`src/hw/rtl/gphc_pkg.sv`:
```
// Shared types, codes and constants of the gamepad hold counter.
// Used by gphc_ctrl, gphc_dp and the top level; depends on nothing.
`timescale 1ns / 1ps
`default_nettype none

package gphc_pkg;

  localparam int NBTN = 16;
  localparam int NRAW = 12;
  localparam int IN_DATA_W = 56;
  localparam int OUT_DATA_W = 40;

  // action codes carried on s_tuser
  localparam logic [2:0] ACT_KEY   = 3'd0;
  localparam logic [2:0] ACT_FRAME = 3'd1;
  localparam logic [2:0] ACT_SET   = 3'd2;
  localparam logic [2:0] ACT_SWAP  = 3'd3;
  localparam logic [2:0] ACT_READ  = 3'd4;

  // direction buttons 12..15, selected by the two low bits of the index
  localparam logic [1:0] DIR_LEFT  = 2'd0;
  localparam logic [1:0] DIR_RIGHT = 2'd1;
  localparam logic [1:0] DIR_UP    = 2'd2;
  localparam logic [1:0] DIR_DOWN  = 2'd3;

  localparam logic signed [10:0] AXIS_POS_FORCE  = 11'sd1000;
  localparam logic signed [10:0] AXIS_NEG_FORCE  = -11'sd1000;
  localparam logic signed [10:0] AXIS_POS_THRESH = 11'sd100;
  localparam logic signed [10:0] AXIS_NEG_THRESH = -11'sd100;

  // input beat fields, last field in the lowest bits
  typedef struct packed {
    logic [3:0]  new_button;
    logic [10:0] axis_y;
    logic [10:0] axis_x;
    logic [11:0] raw_buttons;
    logic        key_down;
    logic [7:0]  key_code;
    logic [1:0]  slot;
    logic [3:0]  button;
    logic [1:0]  pad;
  } in_item_t;

  typedef struct packed {
    logic sweep_wr;  // write reset contents at the sweep position
    logic in_load;   // capture an input beat
    logic key_wr;    // update the pressed-key map
    logic slot_wr;   // write one key slot
    logic idx_clr;   // clear button and slot indexes
    logic hit_clr;   // clear the key hit vector
    logic scan_rd;   // read one key slot and advance the scan
    logic bm_rd_b;   // read the button map at the item's button
    logic bm_rd_j;   // read the button map at the running index
    logic save_old;  // hold the button map entry just read
    logic bm_wr_j;   // write the held entry at the matched index
    logic bm_wr_b;   // write the new raw button at the item's button
    logic btn_rd;    // read counter and map for the running index
    logic btn_upd;   // update the counter and load the output
    logic rd_out;    // load the button map read result
  } dp_cmd_t;

  typedef struct packed {
    logic [2:0] action;
    logic       pad_ok;
    logic       slot_ok;
    logic       b_lt12;
    logic       nb_lt12;
    logic       match;
    logic       jq_last;
    logic       sweep_last;
    logic       scan_last;
    logic       idx_last;
    logic       out_free;
  } dp_status_t;

  // factory key codes of pad 0
  function automatic logic [7:0] default_key(input logic [3:0] b, input logic [2:0] s);
    logic [7:0] code;
    code = 8'h00;
    case ({b, s})
      {4'd0, 3'd0}:  code = 8'h2C;
      {4'd0, 3'd1}:  code = 8'h1C;
      {4'd0, 3'd2}:  code = 8'h39;
      {4'd1, 3'd0}:  code = 8'h2D;
      {4'd1, 3'd1}:  code = 8'h0E;
      {4'd2, 3'd0}:  code = 8'h2E;
      {4'd3, 3'd0}:  code = 8'h2F;
      {4'd9, 3'd0}:  code = 8'h1E;
      {4'd10, 3'd0}: code = 8'h1F;
      {4'd11, 3'd0}: code = 8'h01;
      {4'd12, 3'd0}: code = 8'hCB;
      {4'd13, 3'd0}: code = 8'hCD;
      {4'd14, 3'd0}: code = 8'hC8;
      {4'd15, 3'd0}: code = 8'hD0;
      default:       code = 8'h00;
    endcase
    return code;
  endfunction

endpackage

`default_nettype wire

```
`src/hw/rtl/gphc_ctrl.sv`:
```
// Sequencer of the gamepad hold counter: one state machine that steps the
// datapath through each action. Depends on gphc_pkg.
`timescale 1ns / 1ps
`default_nettype none

module gphc_ctrl (
  input  logic                  clk,
  input  logic                  rst,
  input  logic                  in_valid,
  output logic                  in_ready,
  input  gphc_pkg::dp_status_t  status,
  output gphc_pkg::dp_cmd_t     cmd
);
  import gphc_pkg::*;

  typedef enum logic [3:0] {
    ST_INIT, ST_IDLE, ST_DECODE, ST_RD_OUT, ST_SW_B, ST_SW_SCAN, ST_SW_WB,
    ST_SCAN, ST_DRAIN1, ST_DRAIN2, ST_BTN_RD, ST_BTN_UP
  } state_t;

  state_t state, state_next;

  assign in_ready = (state == ST_IDLE);

  always_ff @(posedge clk) begin
    if (rst) begin
      state <= ST_INIT;
    end else begin
      state <= state_next;
    end
  end

  always_comb begin
    state_next = state;
    cmd = '0;
    case (state)
      ST_INIT: begin
        cmd.sweep_wr = 1'b1;
        if (status.sweep_last) state_next = ST_IDLE;
      end
      ST_IDLE: begin
        if (in_valid) begin
          cmd.in_load = 1'b1;
          state_next = ST_DECODE;
        end
      end
      ST_DECODE: begin
        state_next = ST_IDLE;
        case (status.action)
          ACT_KEY: cmd.key_wr = 1'b1;
          ACT_SET: cmd.slot_wr = status.pad_ok && status.slot_ok;
          ACT_SWAP: begin
            if (status.pad_ok && status.b_lt12 && status.nb_lt12) begin
              cmd.bm_rd_b = 1'b1;
              cmd.idx_clr = 1'b1;
              state_next = ST_SW_B;
            end
          end
          ACT_READ: begin
            if (status.pad_ok) begin
              cmd.bm_rd_b = 1'b1;
              state_next = ST_RD_OUT;
            end
          end
          ACT_FRAME: begin
            if (status.pad_ok) begin
              cmd.idx_clr = 1'b1;
              cmd.hit_clr = 1'b1;
              state_next = ST_SCAN;
            end
          end
          default: state_next = ST_IDLE;
        endcase
      end
      ST_RD_OUT: begin
        if (status.out_free) begin
          cmd.rd_out = 1'b1;
          state_next = ST_IDLE;
        end
      end
      ST_SW_B: begin
        cmd.save_old = 1'b1;
        cmd.bm_rd_j = 1'b1;
        state_next = ST_SW_SCAN;
      end
      ST_SW_SCAN: begin
        if (status.match) begin
          cmd.bm_wr_j = 1'b1;
          state_next = ST_SW_WB;
        end else if (status.jq_last) begin
          state_next = ST_IDLE;
        end else begin
          cmd.bm_rd_j = 1'b1;
        end
      end
      ST_SW_WB: begin
        cmd.bm_wr_b = 1'b1;
        state_next = ST_IDLE;
      end
      ST_SCAN: begin
        cmd.scan_rd = 1'b1;
        if (status.scan_last) state_next = ST_DRAIN1;
      end
      ST_DRAIN1: state_next = ST_DRAIN2;
      ST_DRAIN2: state_next = ST_BTN_RD;
      ST_BTN_RD: begin
        cmd.btn_rd = 1'b1;
        state_next = ST_BTN_UP;
      end
      ST_BTN_UP: begin
        if (status.out_free) begin
          cmd.btn_upd = 1'b1;
          state_next = status.idx_last ? ST_IDLE : ST_BTN_RD;
        end
      end
      default: state_next = ST_IDLE;
    endcase
  end

endmodule

`default_nettype wire

```
`config.mk`:
```
export PLATFORM = sky130hd
export DESIGN_NAME = gphc_ctrl
export DESIGN_NICKNAME = d
export VERILOG_FILES = /design/src/hw/rtl/gphc_pkg.sv /design/src/hw/rtl/gphc_ctrl.sv
export SDC_FILE = /design/constraint.sdc
export NUM_CORES = 1
export LEC_CHECK = 0
export ABC_CLOCK_PERIOD_IN_PS = 2300
export BUFFER_PORTS_ARGS = -buffer_cell sky130_fd_sc_hd__buf_2
export CORE_AREA = 3 3 40 42
export CTS_CLUSTER_SIZE = 16
export DETAILED_ROUTE_END_ITERATION = 16
export DIE_AREA = 0 0 43 45
export GPL_ROUTABILITY_DRIVEN = 1
export PLACE_DENSITY = 0.74
export SETUP_SLACK_MARGIN = 0.1
export SLEW_MARGIN = 20
export SYNTH_ARGS = -nofsm -noshare
export SYNTH_HDL_FRONTEND = slang
export SYNTH_SLANG_ARGS = --single-unit
```
`constraint.sdc`:
```
create_clock -name clk -period 2.3 [get_ports clk]
set_input_delay 0.23 -clock clk [delete_from_list [all_inputs] [get_ports clk]]
set_output_delay 0.23 -clock clk [all_outputs]
set_load 0.03 [all_outputs]
```
==> summary.txt, run 1 <==
Power
  • Power share of the clock group: 0.363
  • Int Pwr: 0.158 mW
  • Sw Share: 0.312
  • P_sw: 0.0720 mW
  • Total power draw: 0.230 mW
  • Power per standard cell area: 329 nW/um2
  • Max rail drop VDD: 0.000170 V
  • Comb power frac: 0.291
  • Flop pwr share: 0.346
  • Leakage: 0.344 nW

Global routing
  • Vias in the first global route: 593
  • Global route overflow: 0
  • Pin count of the biggest net entering global routing: 15
  • First-pass GRT wire length: 2450 um
  • Overall global routing resource usage: 0.161
  • Initial antenna violation count: 0

Logic synthesis
  • Async SR Flop Fraction: 0
  • Post-synth EDFFs: 0
  • Post-Syn Instances: 78
  • Synth Register Bits: 4
  • Main combinational cell family by area after synthesis: simple AND/OR/NAND/NOR gates
  • Post-synthesis mux area share: 0
  • Cell taking the most area after synthesis: dfxtp_1
  • Synth Area in Adders: 0
  • Synth Cell Area: 518 um2
  • Largest cells by area after synthesis: dfxtp_1, nand2b_1, nor2_1, nor3_1, a21oi_1
  • Mean Syn Cell Area: 6.64 um2
  • Synthesis Warnings: 0
  • Post-synthesis simple-gate area fraction: 0.500
  • Top FF cell, synth: dfxtp_1
  • Post-Synth XOR/XNOR Area: 0.0169
  • Synth Area in Compound Gates: 0.275
  • Synth top area share: 0.155
  • Register area share after synthesis: 0.155
  • Mapped Nets: 94
  • Count of unique library cells instantiated by Yosys: 29

Drt
  • Drt drc: 0
  • Avg Vias per Cell: 5.63
  • Pre-antenna DRT Iters: 4
  • Post-DRT Antenna Nets: 0
  • 1st-iter DRT viols: 9
  • Final wirelength: 1480 um
  • Via count: 692
  • Wire per inst: 12.1 um

Clock network
  • Clock sink count: 4
  • Max H-tree Level: 1
  • CTS Root Cell: clkbuf_4
  • Clock latency on the worst-skew pair: 0.23 ns
  • Worst-path clk slew: 0.04 ns
  • CTS tree: done
  • CTS Buffer Depth: 2
  • Total CTS buffers: 3

Hold path
  • Hold Path Class: in -> reg

Worst setup path
  • Critical path buffers and inverters: 1
  • Critical Path RT: 2.07 ns
  • Worst path arrival time: 1.76 ns
  • CP max stage delay: 0.55 ns
  • Worst path slowest cell: dfxtp_1
  • Critical path cell sequence: nand2b_1, nor4_2, or2_1, buf_2
  • Setup CP Type: reg -> out
  • Delay-heaviest family, CP: simple AND/OR/NAND/NOR gates
  • CP max FO: 13
  • Worst setup EP type: primary output
  • CP startpoint kind: flop

Floorplanning
  • FP Rows: 13
  • Die Wd: 43 um
  • Chip height: 45 um
  • Boundary pin count: 32
  • Initial core utilization: 0.403
  • Core area: 1280 um2
  • Die ar.: 1940 um2

Placement
  • DP Cell Count: 120
  • Port bufs: 31
  • RD Place Congestion: 0.841
  • DPL Wire Length: 1150 um
  • Worst slack, placed: 0.441 ns

STA
  • Unrepaired setup endpoints after global routing: no
  • Fin. max-slew vios: 0
  • PnR worst setup slack: 0.308 ns
  • Final Critical Period: 1.99 ns
  • Fmax: 0.502 GHz
  • Final setup violation count: 0
  • Fin. Hold Viols: 0
  • Final worst-path cycle share: 0.866
  • Worst Hold Slack: 0.234 ns
  • Slew HR: 0.711
  • Worst-Margin Slew: 0.433 ns
  • Post-route setup TNS: 0 ns
  • Worst Skew: 0.00118 ns

Finish
  • Final net count: 126
  • Max FFs per register: 4
  • Layout cells sized above 1: 0.352
  • Fill count: 134
  • Area grow syn2layout: 35.3%
  • Finished Layout Cells: 123
  • Biggest regs: state: 4 flops
  • Diode count: 0
  • Top reg by flops: state
  • Multi-input logic area: 417 um2
  • Storage cell area: 80.1 um2

Outcome
  • Status: complete, no violations

Job
  • Max cap viols: 0
## what timing repair did
item	in CTS	in global routing
gates resized for setup	0	1
hold buffers	0	0
setup buffers	0	0
endpoints found under the setup margin	0	1
## layer usage
| metal | track usage | wire, um |
|---|---|---|
| met5 | 0 | 0 |
| met4 | 0.0783 | 0 |
| met3 | 0.0199 | 57 |
| met2 | 0.246 | 742 |
| met1 | 0.224 | 683 |
## area by class of cell
cell class	instances	share of cell area
Clock buffer	3	0.0321
Tap cell	15	0.0268
Inverter	2	0.0107
Timing Repair Buffer	31	0.221
Sequential cell	4	0.114
Multi-Input combinational cell	68	0.595
## cells in the mapped netlist, types with 2 or more instances
library cell / n
nor2b_1: 3
buf_2: 4
dfxtp_1: 4
a31oi_1: 3
nor4_1: 4
nand3_1: 2
nand2b_1: 7
inv_1: 2
or3_1: 2
nor2_1: 11
nor3_1: 6
a21oi_1: 5
o21ba_1: 2
and3_1: 2
a211oi_1: 2
nand2_1: 6
## layout by cell type (no fill, tap or decap), types with 3 or more instances in the layout
cell       n
nor2_1    11
nor2b_1    3
a31oi_1    3
nor3_1     6
a21oi_1    5
dfxtp_1    4
clkbuf_4   3
buf_2     31
nor4_1     3
nand2_1    6
nand2b_1   7
## cells by family (layout without fill, tap and decap cells)
logic type / Yosys count / in the layout
simple gates: 47 / 47
compound gates: 20 / 20
buf+inv: 6 / 36
flops: 4 / 4
xor+xnor: 1 / 1
## power by group through the flow
stage	sequential (mW)	combinational [mW]	clock [mW]
final	0.0797	0.0670	0.0836
after detailed placement	0.0803	0.0658	0
after CTS	0.0793	0.0661	0.0904
after floorplan	0.0748	0.0437	0
after global placement	0.0806	0.0656	0
after global routing	0.0806	0.0746	0.0946
## final timing paths
kind / start / end / slack (ns) / cells past startpoint
worst max-delay path: state[2]$_SDFFE_PP0P_ / cmd[6] / 0.31 / 4
worst min-delay path: rst / state[3]$_SDFFE_PP0P_ / 0.23 / 2
worst max register to register: state[1]$_SDFFE_PP0P_ / state[1]$_SDFFE_PP0P_ / 0.66 / 4
worst min register to register: state[2]$_SDFFE_PP0P_ / state[2]$_SDFFE_PP0P_ / 0.79 / 2
## metrics by stage
stage               utilization  cell area (um2)
floorplan                     -              518
global placement          0.523              672
detailed placement        0.523              672
CTS                       0.540              694
global route              0.545              701
finish                    0.545              701
No activity file was read; power rests on OpenSTA's default activity.
==> inputs of run 2 (changes only) <==
--- a/config.mk
+++ b/config.mk
@@ -5,13 +5,14 @@
 export SDC_FILE = /design/constraint.sdc
 export NUM_CORES = 1
 export LEC_CHECK = 0
-export ABC_CLOCK_PERIOD_IN_PS = 2300
+export ABC_CLOCK_PERIOD_IN_PS = 2600
 export BUFFER_PORTS_ARGS = -buffer_cell sky130_fd_sc_hd__buf_2
 export CORE_AREA = 3 3 40 42
 export CTS_CLUSTER_SIZE = 16
 export DETAILED_ROUTE_END_ITERATION = 16
 export DIE_AREA = 0 0 43 45
 export GPL_ROUTABILITY_DRIVEN = 1
+export GPL_TIMING_DRIVEN = 0
 export PLACE_DENSITY = 0.74
 export SETUP_SLACK_MARGIN = 0.1
 export SLEW_MARGIN = 20
==> constraint.sdc (replaced) <==
create_clock -name clk -period 2.6 [get_ports clk]
set_input_delay 0.26 -clock clk [delete_from_list [all_inputs] [get_ports clk]]
set_output_delay 0.26 -clock clk [all_outputs]
set_load 0.03 [all_outputs]
==> run 2 against run 1 <==
Net effect: first-iteration DRC count up 78%; critical path depth unchanged; register-to-register slack gained 0.37 ns; flip-flop and latch count unchanged; utilization is 1.1 points higher; die area unchanged; sequential power down 17%; sequential share of layout area fell by 0.22 points; critical endpoint unchanged; largest cell class unchanged; largest power group unchanged.
==> summary.txt, run 2 (synthesized netlist as in run 1, its figures left out) <==
Floorplanning
  • Die ar.: 1940 um2
  • Core area: 1280 um2
  • Initial core utilization: 0.403
  • Boundary pin count: 32
  • Die Wd: 43 um
  • Chip height: 45 um
  • FP Rows: 13

Clock network
  • Max H-tree Level: 1
  • Clock sink count: 4
  • CTS Root Cell: clkbuf_4
  • Post_cts resized: 0
  • CTS tree: done
  • Total CTS buffers: 3
  • Post-CTS setup buffers: 0
  • CTS Buffer Depth: 2
  • # hold bufs at CTS: 0
  • Worst-path clk slew: 0.04 ns
  • Clock latency on the worst-skew pair: 0.23 ns

Outcome
  • Status: complete, no violations

Global routing
  • Initial antenna violation count: 0
  • Pin count of the biggest net entering global routing: 11
  • Global route overflow: 0
  • Vias in the first global route: 624
  • Overall global routing resource usage: 0.184
  • First-pass GRT wire length: 2680 um

Finish
  • Final net count: 130
  • Most common cell after layout, fill and taps aside: buf_2
  • Max FFs per register: 4
  • Top reg by flops: state
  • Most frequent cells in the layout: buf_2, nor2_1, nand2b_1, nor3_1, nand2_1
  • Multi-input logic area: 410 um2
  • Diode count: 0
  • Area grow syn2layout: 37.9%
  • Biggest regs: state: 4 flops
  • Final Util: 0.556
  • Fill count: 146
  • Layout cells sized above 1: 0.366
  • Storage cell area: 80.1 um2
  • Finished Cell Area: 714 um2

STA
  • Final Critical Period: 2.00 ns
  • Post-route setup TNS: 0 ns
  • Worst Skew: 0.00122 ns
  • Worst-Margin Slew: 0.655 ns
  • Fin. max-slew vios: 0
  • Final setup violation count: 0
  • Slew HR: 0.559
  • Final worst-path cycle share: 0.768
  • Unrepaired setup endpoints after global routing: no
  • Fmax: 0.501 GHz
  • Fin. Hold Viols: 0

Worst setup path
  • Critical path startpoint: state[3]$_SDFFE_PP0P_
  • Reg-to-reg setup timing slack: 1.03 ns
  • Setup CP Type: reg -> out
  • Worst path arrival time: 1.74 ns
  • CP startpoint kind: flop
  • Reg-to-Reg Start: state[3]$_SDFFE_PP0P_
  • RR Endpoint: state[1]$_SDFFE_PP0P_
  • CP endpoint: cmd[6]
  • Worst setup EP type: primary output
  • R2R cell count: 4
  • CP max FO: 6
  • Critical Path RT: 2.34 ns

Placement
  • Port bufs: 31
  • RD Place Congestion: 0.874
  • Cell Area, Placed: 692 um2
  • DPL Wire Length: 1240 um

Power
  • Leakage: 0.365 nW
  • Power per standard cell area: 288 nW/um2
  • Max rail drop VDD: 0.000196 V

Drt
  • Avg Vias per Cell: 5.57
  • Wire per inst: 12.1 um
  • Final wirelength: 1540 um
  • Drt drc: 0
  • 1st-iter DRT viols: 16
  • Post-DRT Antenna Nets: 0
  • Pre-antenna DRT Iters: 4
  • Via count: 707

Hold path
  • Hold Path Class: in -> reg

Job
  • Max cap viols: 0
==> run 2: routing by layer <==
metal,vias up,share of wire,GRT usage
li1,357,-,-
met1,333,0.43,0.247
met2,15,0.52,0.293
met5,-,0,0
met3,2,0.041,0.0239
met4,0,0.013,0.0904
==> run 2: worst min-delay path by stage <==
stage	start	to	cells past startpoint
floorplan	rst	state[3]$_SDFFE_PP0P_	1
CTS	rst	state[3]$_SDFFE_PP0P_	2
global route	rst	state[3]$_SDFFE_PP0P_	2
finish	rst	state[3]$_SDFFE_PP0P_	2
detailed placement	rst	state[3]$_SDFFE_PP0P_	2
global placement	rst	state[3]$_SDFFE_PP0P_	2
==> run 2: through the flow <==
step / hold slack, ns / instances / setup WS [ns] / power, mW
floorplan: 0.329 / 78 / 0.540 / 0.105
global placement: 0.489 / 124 / 0.906 / 0.131
detailed placement: 0.497 / 124 / 0.860 / 0.132
CTS: 0.246 / 127 / 0.597 / 0.211
global route: 0.246 / 127 / 0.439 / 0.225
finish: 0.254 / 127 / 0.604 / 0.206
==> run 2: area by class of cell <==
type / instances / share of cell area
flip-flops and latches: 4 / 0.112
well taps: 15 / 0.0263
plain buffers: 4 / 0.0280
repair buffers: 31 / 0.217
inverters: 2 / 0.0105
multi-input cells: 68 / 0.574
clock buffers: 3 / 0.0315
==> run 2: critical path: stages (launching register included) <==
cell and delay (ns):
dfxtp_1 0.31, nand2b_1 0.24, nor4_1 0.60, or2_1 0.18, buf_2 0.19
==> run 2: report_power, final <==
part           internal, mW  leakage, nW  switching [mW]
registers            0.0638       0.0325         0.00235
clock network        0.0515       0.0138          0.0232
logic                0.0262        0.319          0.0389
total                 0.141        0.365          0.0645
==> inputs of run 3 (changes only) <==
--- a/config.mk
+++ b/config.mk
@@ -5,15 +5,15 @@
 export SDC_FILE = /design/constraint.sdc
 export NUM_CORES = 1
 export LEC_CHECK = 0
-export ABC_CLOCK_PERIOD_IN_PS = 2600
+export ABC_CLOCK_PERIOD_IN_PS = 1810
 export BUFFER_PORTS_ARGS = -buffer_cell sky130_fd_sc_hd__buf_2
-export CORE_AREA = 3 3 40 42
+export CORE_MARGIN = 3
+export CORE_UTILIZATION = 37
 export CTS_CLUSTER_SIZE = 16
 export DETAILED_ROUTE_END_ITERATION = 16
-export DIE_AREA = 0 0 43 45
 export GPL_ROUTABILITY_DRIVEN = 1
 export GPL_TIMING_DRIVEN = 0
-export PLACE_DENSITY = 0.74
+export PLACE_DENSITY = 0.73
 export SETUP_SLACK_MARGIN = 0.1
 export SLEW_MARGIN = 20
 export SYNTH_ARGS = -nofsm -noshare
==> constraint.sdc (replaced) <==
create_clock -name clk -period 1.81 [get_ports clk]
set_input_delay 0.181 -clock clk [delete_from_list [all_inputs] [get_ports clk]]
set_output_delay 0.181 -clock clk [all_outputs]
set_load 0.03 [all_outputs]
==> run 3 against run 2 <==
Net effect: setup slack got worse by 0.43 ns; clock power grew 39%; power up 49%; routed wire length rose by 5.7%; clock skew about the same; sequential power rose by 45%; sequential share of layout area shrank 1.5 points.
==> summary.txt, run 3 (synthesized netlist as in run 1, its figures left out) <==
Global routing
  • Pin count of the biggest net entering global routing: 11
  • First-pass GRT wire length: 2760 um
  • Global route overflow: 0
  • Overall global routing resource usage: 0.186
  • Vias in the first global route: 661
  • Initial antenna violation count: 0

Floorplanning
  • Chip height: 43.4 um
  • Die ar.: 1880 um2
  • Core area: 1200 um2
  • Die Wd: 43.4 um
  • Boundary pin count: 32
  • FP Rows: 12
  • Initial core utilization: 0.431

Finish
  • Most frequent cells in the layout: buf_2, nor2_1, buf_4, nand2b_1, nand2_1
  • Finished Cell Area: 838 um2
  • Area grow syn2layout: 61.8%
  • Layout cells sized above 1: 0.487
  • Most common cell after layout, fill and taps aside: buf_2
  • Diode count: 0
  • Finished Layout Cells: 131
  • Final net count: 135
  • Top reg by flops: state
  • Max FFs per register: 4
  • Biggest regs: state: 4 flops

Placement
  • Port bufs: 31
  • DPL Wire Length: 1260 um
  • Cell Area, Placed: 719 um2
  • RD Place Congestion: 0.838
  • DP Cell Count: 123

STA
  • Worst Hold Slack: 0.181 ns
  • Unrepaired setup endpoints after global routing: yes
  • Worst Skew: 0.00157 ns
  • Fin. Hold Viols: 0
  • Worst-Margin Slew: 0.279 ns
  • Final setup violation count: 0
  • Final Critical Period: 1.64 ns
  • Final worst-path cycle share: 0.906
  • Fmax: 0.610 GHz
  • Slew HR: 0.813
  • Fin. max-slew vios: 0
  • Post-route setup TNS: 0 ns

Drt
  • Drt drc: 0
  • Avg Vias per Cell: 5.49
  • Post-DRT Antenna Nets: 0
  • Final wirelength: 1630 um
  • Wire per inst: 12.4 um
  • Via count: 719
  • Pre-antenna DRT Iters: 4
  • 1st-iter DRT viols: 26

Power
  • Sw Share: 0.323
  • Int Pwr: 0.207 mW
  • Power per standard cell area: 365 nW/um2
  • Max rail drop VDD: 0.000377 V
  • Power share of the clock group: 0.341
  • Leakage: 0.406 nW
  • Flop pwr share: 0.313
  • Total power draw: 0.306 mW
  • Comb power frac: 0.346
  • P_sw: 0.0987 mW

Clock network
  • Max H-tree Level: 1
  • Clock sink count: 4
  • CTS Buffer Depth: 2
  • Total CTS buffers: 3
  • # hold bufs at CTS: 0
  • Clock latency on the worst-skew pair: 0.23 ns
  • CTS Root Cell: clkbuf_4
  • CTS tree: done
  • Worst-path clk slew: 0.03 ns

Worst setup path
  • CP startpoint kind: flop
  • Critical path startpoint: state[3]$_SDFFE_PP0P_
  • Worst setup EP type: primary output
  • Reg-to-Reg Start: state[2]$_SDFFE_PP0P_
  • Setup CP Type: reg -> out
  • CP max FO: 3
  • Worst path arrival time: 1.46 ns
  • Critical Path RT: 1.63 ns

Hold path
  • Worst Hold Launch: rst
  • Hold Path Class: in -> reg

Outcome
  • Status: complete, no violations

Job
  • Max cap viols: 0
[run 3: changes by cell type in the layout (fill, tap and decap cells not counted), moves of 2 or more]
| cell | before | now |
|---|---|---|
| nor4_4 | 0 | 2 |
| nor4_1 | 4 | 0 |
| buf_2 | 35 | 30 |
| nor3_1 | 6 | 4 |
| nor4_2 | 0 | 2 |
| nor3_2 | 0 | 2 |
| buf_4 | 0 | 9 |
[run 3: power by group through the flow]
stage | Combinational (mW) | Sequential, mW | Clock, mW
2_1_floorplan | 0.0579 | 0.0951 | 0
3_3_place_gp | 0.0954 | 0.0960 | 0
3_5_place_dp | 0.0968 | 0.0961 | 0
4_1_cts | 0.103 | 0.0951 | 0.111
5_1_grt | 0.116 | 0.0960 | 0.115
6_report | 0.106 | 0.0957 | 0.104
[run 3: what timing repair did]
action,in CTS,in global routing
resized for setup,11,5
pin swaps,2,4
buffers inserted,4,1
endpoints found under the hold margin,0,0
endpoints found under the setup margin,5,5
[run 3: path summary, 6_finish.rpt]
check	endpoint	slack, ns	depth (start not counted)
setup / recovery	cmd[12]	0.17	3
hold / removal	state[3]$_SDFFE_PP0P_	0.18	2
setup reg to reg	state[2]$_SDFFE_PP0P_	0.18	9
hold reg to reg	state[3]$_SDFFE_PP0P_	0.81	4
[run 3: layout make-up]
class | instances | area (um2)
multi-input combinational | 68 | 480
fill | 116 | 363
timing repair buffer | 36 | 200
sequential | 4 | 81.3
buffer | 4 | 28.8
clock buffer | 3 | 22.5
tap | 14 | 17.5
inverter | 2 | 7.51
[run 3: routing by layer]
layer | GRT usage | wire length, um | share of wire | vias up
met4 | 0.0723 | 0 | 0 | 0
met5 | 0 | 0 | 0 | -
met3 | 0 | 91 | 0.056 | 0
li1 | - | - | - | 365
met1 | 0.241 | 670 | 0.41 | 331
met2 | 0.327 | 865 | 0.53 | 23
[run 3: through the flow]
step / utilization / setup WS [ns]
6_report: 0.698 / 0.170
5_1_grt: 0.698 / 0.0636
4_1_cts: 0.676 / 0.106
3_5_place_dp: 0.599 / 0.127
3_3_place_gp: 0.599 / 0.127
2_1_floorplan: - / 0.118
[run 3: worst max-delay path, cell delays in order (launching register included)]
cell	delay (ns)
dfxtp_1	0.31
or4b_4	0.57
nor4_4	0.15
buf_4	0.20
